<file path="src/hdl/bps_pkg.sv">
package bps_pkg;

  localparam int unsigned CNT_W  = 16;
  localparam int unsigned DUTY_W = 7;

  localparam logic [DUTY_W-1:0] DUTY_RESET = 7'd18;
  localparam logic [DUTY_W-1:0] DUTY_MAX   = 7'd100;

  typedef enum logic [1:0] {
    REQ_TICK  = 2'd0,
    REQ_START = 2'd1,
    REQ_STOP  = 2'd2
  } req_t;

  typedef enum logic [1:0] {
    PH_IDLE = 2'd0,
    PH_TONE = 2'd1,
    PH_GAP  = 2'd2
  } phase_t;

  typedef struct packed {
    logic             repeat_forever;
    logic [CNT_W-1:0] off_ticks;
    logic [CNT_W-1:0] on_ticks;
    logic [CNT_W-1:0] beep_count;
    logic [1:0]       req_type;
  } item_t;

  typedef struct packed {
    logic [1:0]        phase_now;
    logic [DUTY_W-1:0] drive_duty;
  } result_t;

endpackage

</file>
<file path="src/hdl/beep_pattern_sequencer.sv">
// Beep pattern sequencer.
// Slave stream: tuser carries the request kind (0 tick, 1 start, 2 stop, 3 ignored);
// tdata carries the start parameters. Each tick item stands for one millisecond
// of the pattern. Master stream: one result item per request with the duty now
// driven and the phase after the request.
// Configuration: cfg_valid/cfg_data write tone_duty (percent, above 100 drives
// 100); cfg_ready is always high. Write it only while no item is in flight.
// A request passes the input register, then the result register, before its
// result item is valid; a full result buffer can hold it in the input register.
// Throughput: one item per cycle while the result buffer has room; the state
// update decrements and compares the 16-bit tick and beep counters per item.
// Stall: a two-entry result buffer lets the block keep taking requests while a
// result waits; once both entries and the input register are full s_axis_tready
// drops and requests hold on the bus, nothing is dropped.
// Reset: idle, counters cleared, tone_duty back to 18, both streams empty.
module beep_pattern_sequencer (
  input  logic        clk,
  input  logic        rst,
  input  logic        s_axis_tvalid,
  output logic        s_axis_tready,
  // beep_count[15:0], on_ticks[31:16], off_ticks[47:32], repeat_forever[48], zero pad
  input  logic [55:0] s_axis_tdata,
  // req_type[1:0]
  input  logic [1:0]  s_axis_tuser,
  output logic        m_axis_tvalid,
  input  logic        m_axis_tready,
  // drive_duty[6:0], phase_now[8:7], zero pad
  output logic [15:0] m_axis_tdata,
  input  logic        cfg_valid,
  output logic        cfg_ready,
  input  logic [6:0]  cfg_data
);
  import bps_pkg::*;

  item_t   in_item;
  item_t   held_item;
  logic    held_valid;
  logic    step;
  logic    push_ready;
  result_t result;
  result_t out_data;

  assign in_item.req_type       = s_axis_tuser;
  assign in_item.beep_count     = s_axis_tdata[15:0];
  assign in_item.on_ticks       = s_axis_tdata[31:16];
  assign in_item.off_ticks      = s_axis_tdata[47:32];
  assign in_item.repeat_forever = s_axis_tdata[48];

  assign step      = held_valid && push_ready;
  assign cfg_ready = 1'b1;

  bps_in_reg u_in_reg (
    .clk        (clk),
    .rst        (rst),
    .in_valid   (s_axis_tvalid),
    .in_ready   (s_axis_tready),
    .in_item    (in_item),
    .held_valid (held_valid),
    .held_take  (step),
    .held_item  (held_item)
  );

  bps_core u_core (
    .clk      (clk),
    .rst      (rst),
    .cfg_we   (cfg_valid),
    .cfg_duty (cfg_data),
    .step     (step),
    .item     (held_item),
    .result   (result)
  );

  bps_out_buf u_out_buf (
    .clk        (clk),
    .rst        (rst),
    .push       (step),
    .push_ready (push_ready),
    .push_data  (result),
    .out_valid  (m_axis_tvalid),
    .out_ready  (m_axis_tready),
    .out_data   (out_data)
  );

  assign m_axis_tdata = {7'd0, out_data.phase_now, out_data.drive_duty};

endmodule

</file>
<file path="src/hdl/bps_in_reg.sv">
module bps_in_reg (
  input  logic           clk,
  input  logic           rst,
  input  logic           in_valid,
  output logic           in_ready,
  input  bps_pkg::item_t in_item,
  output logic           held_valid,
  input  logic           held_take,
  output bps_pkg::item_t held_item
);
  import bps_pkg::*;

  logic  valid;
  item_t item;

  assign in_ready   = !valid || held_take;
  assign held_valid = valid;
  assign held_item  = item;

  always_ff @(posedge clk) begin
    if (rst) begin
      valid <= 1'b0;
    end else if (in_ready) begin
      valid <= in_valid;
    end
  end

  always_ff @(posedge clk) begin
    if (in_valid && in_ready) begin
      item <= in_item;
    end
  end

endmodule

</file>
<file path="src/hdl/bps_core.sv">
module bps_core (
  input  logic                      clk,
  input  logic                      rst,
  input  logic                      cfg_we,
  input  logic [bps_pkg::DUTY_W-1:0] cfg_duty,
  input  logic                      step,
  input  bps_pkg::item_t            item,
  output bps_pkg::result_t          result
);
  import bps_pkg::*;

  logic [DUTY_W-1:0] tone_duty;
  phase_t            phase_reg, phase_next;
  logic [CNT_W-1:0]  ticks_left, ticks_left_next;
  logic [CNT_W-1:0]  beeps_remaining, beeps_remaining_next;
  logic              forever_flag, forever_flag_next;
  logic [CNT_W-1:0]  tone_len, tone_len_next;
  logic [CNT_W-1:0]  gap_len, gap_len_next;
  logic [CNT_W-1:0]  ticks_dec;
  logic [CNT_W-1:0]  beeps_dec;
  logic [DUTY_W-1:0] duty_sat;

  assign ticks_dec = (ticks_left != '0) ? ticks_left - 1'b1 : '0;
  assign beeps_dec = (beeps_remaining != '0) ? beeps_remaining - 1'b1 : '0;

  always_comb begin
    phase_next           = phase_reg;
    ticks_left_next      = ticks_left;
    beeps_remaining_next = beeps_remaining;
    forever_flag_next    = forever_flag;
    tone_len_next        = tone_len;
    gap_len_next         = gap_len;
    unique case (req_t'(item.req_type))
      REQ_TICK: begin
        if (phase_reg != PH_IDLE) begin
          ticks_left_next = ticks_dec;
          if (ticks_dec == '0) begin
            if (phase_reg == PH_TONE) begin
              if (!forever_flag) begin
                beeps_remaining_next = beeps_dec;
              end
              if (!forever_flag && beeps_dec == '0) begin
                phase_next = PH_IDLE;
              end else if (gap_len == '0) begin
                // no gap: restart the tone on this tick
                phase_next      = PH_TONE;
                ticks_left_next = tone_len;
              end else begin
                phase_next      = PH_GAP;
                ticks_left_next = gap_len;
              end
            end else begin
              phase_next      = PH_TONE;
              ticks_left_next = tone_len;
            end
          end
        end
      end
      REQ_START: begin
        if (item.on_ticks == '0 || (!item.repeat_forever && item.beep_count == '0)) begin
          phase_next           = PH_IDLE;
          ticks_left_next      = '0;
          beeps_remaining_next = '0;
          forever_flag_next    = 1'b0;
        end else begin
          tone_len_next        = item.on_ticks;
          gap_len_next         = item.off_ticks;
          forever_flag_next    = item.repeat_forever;
          beeps_remaining_next = item.repeat_forever ? '0 : item.beep_count;
          phase_next           = PH_TONE;
          ticks_left_next      = item.on_ticks;
        end
      end
      REQ_STOP: begin
        phase_next           = PH_IDLE;
        ticks_left_next      = '0;
        beeps_remaining_next = '0;
        forever_flag_next    = 1'b0;
      end
      default: begin
      end
    endcase
  end

  assign duty_sat = (tone_duty > DUTY_MAX) ? DUTY_MAX : tone_duty;

  always_comb begin
    result.phase_now  = phase_next;
    result.drive_duty = (phase_next == PH_TONE) ? duty_sat : '0;
  end

  always_ff @(posedge clk) begin
    if (rst) begin
      tone_duty       <= DUTY_RESET;
      phase_reg       <= PH_IDLE;
      ticks_left      <= '0;
      beeps_remaining <= '0;
      forever_flag    <= 1'b0;
      tone_len        <= '0;
      gap_len         <= '0;
    end else begin
      if (cfg_we) begin
        tone_duty <= cfg_duty;
      end
      if (step) begin
        phase_reg       <= phase_next;
        ticks_left      <= ticks_left_next;
        beeps_remaining <= beeps_remaining_next;
        forever_flag    <= forever_flag_next;
        tone_len        <= tone_len_next;
        gap_len         <= gap_len_next;
      end
    end
  end

endmodule

</file>
<file path="src/hdl/bps_out_buf.sv">
module bps_out_buf (
  input  logic             clk,
  input  logic             rst,
  input  logic             push,
  output logic             push_ready,
  input  bps_pkg::result_t push_data,
  output logic             out_valid,
  input  logic             out_ready,
  output bps_pkg::result_t out_data
);
  import bps_pkg::*;

  logic    main_valid;
  logic    skid_valid;
  result_t main_data;
  result_t skid_data;
  logic    pop;

  assign push_ready = !skid_valid;
  assign pop        = main_valid && out_ready;
  assign out_valid  = main_valid;
  assign out_data   = main_data;

  always_ff @(posedge clk) begin
    if (rst) begin
      main_valid <= 1'b0;
      skid_valid <= 1'b0;
    end else if (pop) begin
      // skid holds the newer item; push is blocked while it is full
      if (skid_valid) begin
        skid_valid <= 1'b0;
      end else begin
        main_valid <= push;
      end
    end else if (push && !skid_valid) begin
      if (main_valid) begin
        skid_valid <= 1'b1;
      end else begin
        main_valid <= 1'b1;
      end
    end
  end

  always_ff @(posedge clk) begin
    if (pop) begin
      if (skid_valid) begin
        main_data <= skid_data;
      end else if (push) begin
        main_data <= push_data;
      end
    end else if (push && !skid_valid) begin
      if (main_valid) begin
        skid_data <= push_data;
      end else begin
        main_data <= push_data;
      end
    end
  end

endmodule
</file>
<file path="config.mk">
export PLATFORM = sky130hd
export DESIGN_NAME = beep_pattern_sequencer
export DESIGN_NICKNAME = d
export VERILOG_FILES = /design/src/hdl/bps_pkg.sv /design/src/hdl/beep_pattern_sequencer.sv /design/src/hdl/bps_in_reg.sv /design/src/hdl/bps_core.sv /design/src/hdl/bps_out_buf.sv
export SDC_FILE = /design/constraint.sdc
export NUM_CORES = 1
export LEC_CHECK = 0
export BUFFER_PORTS_ARGS = -buffer_cell sky130_fd_sc_hd__clkbuf_2
export CAP_MARGIN = 0
export CORE_ASPECT_RATIO = 1.1
export CORE_MARGIN = 10
export CORE_UTILIZATION = 30
export DETAILED_ROUTE_END_ITERATION = 16
export GPL_TIMING_DRIVEN = 0
export PLACE_DENSITY = 0.44
export SLEW_MARGIN = 10
export SYNTH_ARGS = -nofsm -noshare
export SYNTH_HDL_FRONTEND = slang
export SYNTH_HIERARCHICAL = 1
export SYNTH_SLANG_ARGS = --single-unit
</file>
<file path="constraint.sdc">
create_clock -name clk -period 3.65 [get_ports clk]
set_clock_uncertainty 0.2 [all_clocks]
set_input_delay 0 -clock clk [delete_from_list [all_inputs] [get_ports clk]]
set_output_delay 0 -clock clk [all_outputs]
set_load 0.1 [all_outputs]
</file>
==> impl_metrics.py, run 1 <==
metrics = {
    "power_and_ir_drop": {
        "ir_drop_v": 0.0002874,
        "pwr_density_cell_nw_per_um2": 504.0,
        "p_leak_nw": 3.378,
    },
    "setup_path": {
        "crit_chain": "or4_4 > o31a_1 > or4_4 > nor3_4 > a21oi_1 > a21oi_1 > o311a_1 > buf_6 > nor3_1 > mux2_2",
        "critPathTopFamily": "simple AND/OR/NAND/NOR gates",
        "cp_max_fo": 9,
        "crit_type": "flop to flop",
        "slowest_delay_ns": 0.60,
        "start_kind": "flop",
        "startpoint": "u_core/beeps_remaining[7]",
        "worstSetupEndpointType": "flop",
        "r2r_start": "u_core/beeps_remaining[7]",
        "critPathArrivalTime_ns": 3.54,
        "required_ns": 3.62,
        "path_buf_inv": 1,
        "slowest_stage": "or4_4",
    },
    "placement": {
        "io_buffers": 72,
        "dp_hpwl_mm": 15.73,
        "place_ws_ns": -0.3324,
        "gp_congestion": 0.8726,
    },
    "cells_and_area": {
        "final_common_cell": "nand2_1",
        "areaGrowthSynthToFinish_pct": 30.35,
        "drive_gt1_frac": 0.2002,
        "final_core_util": 0.3972,
        "nNetsFinal": 953,
        "n_antenna_cell": 0,
        "largest_reg_flops": 51,
        "final_cell_mix": "108 x nand2_1, 74 x dfxtp_1, 73 x clkbuf_2",
    },
    "sta": {
        "max_freq_mhz": 279.5,
        "setup_slack_ns": 0.07263,
        "fin_crit_sh": 0.9801,
        "slew_headroom": 0.4730,
        "setup_violations": 0,
        "hold_viol_final": 0,
        "maxSlewViolCount": 0,
        "min_period_ns": 3.577,
        "max_slew.worst_pin.slew_ns": 0.7876,
    },
    "clocking": {
        "clk_pin_slew_ns": 0.07,
        "insertion_delay_ns": 0.43,
        "cts_buffer_depth": 2,
        "tritoncts": "yes",
        "ctsHtreeMaxLevel": 4,
        "numCtsBuffers": 17,
        "clock-sinks": 146,
        "cts-root-buf": "clkbuf_16",
    },
    "worst_hold_path": {
        "min-delay-start": "s_axis_tvalid",
        "hold_path.class": "input pin to flop",
    },
    "global_routing": {
        "grt_start_max_net_pins": 52,
        "antenna_found_initial": 0,
        "overflow": 0,
        "grt.total_usage": 0.1408,
        "grt_pass1_vias": 6044,
        "grt_pass1_wl_mm": 33.27,
    },
    "die": {
        "start_util": 0.3047,
        "num_rows": 58,
        "dieArea_um2": 29810,
        "die_y_um": 180.1,
        "core_um2": 22930,
        "ios": 89,
        "die_w_um": 165.5,
    },
    "detailed_routing": {
        "ant_nets": 0,
        "num_vias": 6093,
        "wl_mm": 21.50,
        "wl_per_cell_um": 18.08,
        "drc_errors": 0,
        "firstDrtPassIters": 5,
        "drtIter0Drc": 547,
        "vias_per_cell": 5.124,
    },
    "synthesis": {
        "yosysSeqAreaShare": 0.5171,
        "ys_types": 78,
        "synthArstFlopShare": 0,
        "synth_seq_cells": 146,
        "synth_edf_count": 69,
        "yosysWarningCount": 6,
        "ys.flop_type": "dfxtp_1",
        "syn_inst": 710,
        "syn_area_um2": 6988,
        "avgSynthCellArea_um2": 9.842,
    },
    "outcome": {
        "status": "completed",
    },
    "flow_run": {
        "max_cap_viol_count": 0,
    },
}
==> path summary, 6_finish.rpt <==
check             slack [ns]                endpoint  depth (start not counted)
setup reg to reg        0.07   u_out_buf/out_data[1]                         10
hold reg to reg         0.26      u_core/tone_len[8]                          2
hold / removal          0.07  u_in_reg/held_item[31]                          2
setup / recovery        0.07   u_out_buf/out_data[1]                         10
==> cell type report <==
cell class | instances | area, um2
inverter | 14 | 52.55
multi-input combinational | 504 | 3187
clock buffer | 17 | 425.4
buffer | 51 | 256.5
fill | 2268 | 13820
sequential | 146 | 3617
timing repair buffer | 142 | 1056
tap | 300 | 375.4
clock inverter | 15 | 138.9
==> cells by family after synthesis <==
group	count (synthesis)	synth area share
XOR/XNOR	13	0.01629
multiplexers	17	0.02596
buffers and inverters	67	0.04422
AO/OA/AOI/OAI	162	0.1703
adder cells (fa/ha/maj)	7	0.01253
other	2	0.001075
AND/OR/NAND/NOR	296	0.2125
flip-flops	146	0.5171
==> what timing repair did <==
action,in CTS,in global routing
endpoints found under the hold margin,80,0
setup endpoints to repair,24,40
hold buffers,68,0
pin swaps,2,4
resized for setup,8,15
cloned,0,1
buffers inserted,2,0
==> report_power, final <==
part           switching (mW)  internal [mW]  leakage [nW]
Sequential             0.0814           1.82          1.29
Combinational           0.639          0.362          1.81
Clock                   0.788          0.903         0.282
Total                    1.51           3.08          3.38
==> cell usage after synthesis (all sizes together) (4+ instances only) <==
| cell | number | area, um2 |
|---|---|---|
| mux2i | 8 | 80.08 |
| a221o | 8 | 80.08 |
| a22o | 4 | 35.03 |
| nor3 | 34 | 181.4 |
| nor4 | 17 | 112.6 |
| nor2 | 64 | 242.7 |
| a21oi | 63 | 322.8 |
| mux2 | 9 | 101.4 |
| a221oi | 20 | 249.0 |
| nand3 | 8 | 57.56 |
| nand4 | 8 | 50.05 |
| inv | 14 | 52.55 |
| o31ai | 6 | 45.04 |
| xnor2 | 7 | 61.31 |
| edfxtp | 69 | 2072 |
| o21ai | 16 | 80.08 |
| ha | 7 | 87.58 |
| dfxtp | 77 | 1541 |
| buf | 19 | 128.9 |
| or3 | 5 | 31.28 |
| nor3b | 8 | 60.06 |
| nor2b | 7 | 43.79 |
| and3 | 6 | 42.54 |
| nand2 | 108 | 405.4 |
| a211oi | 10 | 80.07 |
| and2 | 5 | 33.78 |
| xor2 | 6 | 52.55 |
| clkbuf | 34 | 127.6 |
| or4 | 9 | 75.07 |
==> through the flow <==
| stage | std cells | setup TNS [ns] | total power [mW] | instance area [um2] | hold slack [ns] |
|---|---|---|---|---|---|
| after floorplan | 716 | 0 | 2.571 | 7010 | -0.1376 |
| after global placement | 1088 | -4.781 | 2.818 | 7746 | -0.02346 |
| after detailed placement | 1088 | -4.911 | 2.829 | 7751 | -0.02134 |
| after CTS | 1190 | 0 | 4.606 | 9046 | 0.06327 |
| after global routing | 1189 | -0.06459 | 4.799 | 9109 | 0.07566 |
| final | 1189 | 0 | 4.591 | 9109 | 0.07129 |
==> routing by layer <==
metal  track usage  wire (um)
met4       0.03831        373
met3       0.03108        884
met1        0.1945      10280
met2        0.2157       9962
met5             0          0
(Power assumes the default switching activity.)
==> run 2: changes to the inputs <==
--- a/config.mk
+++ b/config.mk
@@ -12,7 +12,7 @@
 export CORE_UTILIZATION = 30
 export DETAILED_ROUTE_END_ITERATION = 16
 export GPL_TIMING_DRIVEN = 0
-export PLACE_DENSITY = 0.44
+export PLACE_DENSITY = 0.46
 export SLEW_MARGIN = 10
 export SYNTH_ARGS = -nofsm -noshare
 export SYNTH_HDL_FRONTEND = slang
==> constraint.sdc (replaced) <==
create_clock -name clk -period 2.99 [get_ports clk]
set_clock_uncertainty 0.2 [all_clocks]
set_input_delay 0 -clock clk [delete_from_list [all_inputs] [get_ports clk]]
set_output_delay 0 -clock clk [all_outputs]
set_load 0.1 [all_outputs]
==> run 2 against run 1 <==
- the run now ends with negative setup slack left
- critical path depth stayed put
- register-to-register slack got worse by 0.47 ns
- via count is 1.1% higher
- sequential power rose by 23%
- design area increased by 11%
- global-route usage is 0.79 points higher
- first-iteration DRC count decreased by 32%
- critical endpoint is now u_out_buf/out_data[0]
==> impl_metrics.py, run 2 (synthesis gave the netlist of run 1 again) <==
metrics = {
    "setup_path": {
        "crit_chain": "or4b_1 > or4_1 > or4_4 > nor3_4 > a21oi_2 > a21oi_2 > o311a_1 > buf_6 > nor3_1 > mux2_2",
        "critPathArrivalTime_ns": 3.35,
        "start_kind": "flop",
        "crit_path_frequent_cell": "a21oi_2",
        "critPathTopFamily": "simple AND/OR/NAND/NOR gates",
        "cp_max_fo": 9,
        "required_ns": 2.96,
        "slowest_delay_ns": 0.54,
        "slowest_stage": "or4_4",
        "crit_type": "flop to flop",
        "worstSetupEndpointType": "flop",
        "path_buf_inv": 1,
    },
    "sta": {
        "max_freq_mhz": 295.5,
        "setup_violations": 41,
        "fin_crit_sh": 1.132,
        "max_slew.worst_pin.slew_ns": 0.8633,
        "min_period_ns": 3.384,
        "holdWs_ns": 0.07804,
        "setup_slack_ns": -0.3938,
        "hold_viol_final": 0,
        "maxSlewViolCount": 0,
        "setup-tns-final_ns": -9.398,
        "slew_headroom": 0.4223,
        "rsz0062_at_grt": "yes",
    },
    "die": {
        "die_y_um": 180.1,
        "die_w_um": 165.5,
        "num_rows": 58,
        "start_util": 0.3047,
        "dieArea_um2": 29810,
        "ios": 89,
        "core_um2": 22930,
    },
    "cells_and_area": {
        "largest_reg_flops": 51,
        "final_cell_mix": "102 x nand2_1, 73 x clkbuf_2, 70 x dlygate4sd3_1",
        "nNetsFinal": 986,
        "areaGrowthSynthToFinish_pct": 44.21,
        "final_common_cell": "nand2_1",
        "fillers": 2225,
        "n_antenna_cell": 0,
        "final_area_um2": 10080,
        "multi_input_area_um2": 3711,
        "seq_area_um2": 3635,
        "drive_gt1_frac": 0.3113,
    },
    "power_and_ir_drop": {
        "p_leak_nw": 3.781,
        "ir_drop_v": 0.0003711,
        "pwr_density_cell_nw_per_um2": 604.3,
    },
    "outcome": {
        "violations": "negative setup slack",
        "status": "finished with violations",
    },
    "flow_run": {
        "max_cap_viol_count": 0,
    },
    "clocking": {
        "clk_pin_slew_ns": 0.07,
        "tritoncts": "yes",
        "cts-root-buf": "clkbuf_16",
        "ctsHtreeMaxLevel": 4,
        "cts_buffer_depth": 2,
        "insertion_delay_ns": 0.43,
        "numCtsBuffers": 17,
        "clock-sinks": 146,
    },
    "detailed_routing": {
        "firstDrtPassIters": 5,
        "drtIter0Drc": 374,
        "wl_per_cell_um": 18.40,
        "drc_errors": 0,
        "ant_nets": 0,
        "wl_mm": 22.48,
        "num_vias": 6161,
        "vias_per_cell": 5.042,
    },
    "global_routing": {
        "grt_pass1_wl_mm": 35.15,
        "grt.total_usage": 0.1487,
        "grt_start_max_net_pins": 52,
        "grt_pass1_vias": 6372,
        "antenna_found_initial": 0,
        "overflow": 0,
    },
    "placement": {
        "placed_cell_area_um2": 7787,
        "io_buffers": 72,
        "gp_congestion": 0.8255,
        "dp_hpwl_mm": 15.19,
    },
    "worst_hold_path": {
        "hold_path.class": "input pin to flop",
    },
}
==> run 2: changes by cell type in the layout (fill, tap and decap cells not counted), sizes merged <==
cell,change
nor2b,+1
clkbuf,-3
inv,+1
bufinv,+1
and3,+1
dlygate4sd3,+2
buf,+34
clkinv,-4
==> run 2: report_power, final <==
group	leakage, nW	switching, mW	total [mW]	internal [mW]
logic	2.18	0.886	1.50	0.616
registers	1.29	0.119	2.34	2.22
clock network	0.310	0.958	2.25	1.29
total	3.78	1.96	6.09	4.13
==> run 2: final timing paths <==
path / from / to / slack [ns] / depth (start not counted)
setup reg to reg: u_core/beeps_remaining[3] / u_out_buf/out_data[0] / -0.39 / 10
hold / removal: s_axis_tdata[20] / u_in_reg/held_item[22] / 0.08 / 2
setup / recovery: u_core/beeps_remaining[3] / u_out_buf/out_data[0] / -0.39 / 10
hold reg to reg: u_core/tone_len[10] / u_core/tone_len[10] / 0.26 / 2
==> run 2: stage by stage <==
stage / util / setup WS [ns] / total power [mW] / std cells
final: 0.4394 / -0.3938 / 6.089 / 1222
after global routing: 0.4394 / -0.4791 / 6.352 / 1222
after CTS: 0.4244 / -0.3550 / 6.016 / 1219
after detailed placement: 0.3396 / -0.7429 / 3.454 / 1088
after global placement: 0.3394 / -0.7596 / 3.457 / 1088
after floorplan: - / -0.2232 / 3.147 / 716
==> run 2: layout make-up <==
cell class	instances	area share
clock inverter	13	0.01478
tap	300	0.03725
timing repair buffer	178	0.1382
clock buffer	19	0.04718
buffer	46	0.02769
inverter	14	0.005960
sequential	146	0.3607
multi-input combinational	506	0.3683
==> run 2: layer usage <==
layer,share of wire,vias to the layer above,track usage
li1,-,3021,-
met1,0.47,2947,0.2018
met2,0.46,164,0.2303
met3,0.050,29,0.02537
met4,0.018,0,0.05518
met5,0,-,0
==> run 2: repair_timing <==
item	CTS	global route
hold endpoints to repair	80	0
gates resized for setup	91	65
endpoints found under the setup margin	52	52
pin swaps	23	21
hold buffers	70	0
cloned	4	1
buffers inserted	30	4
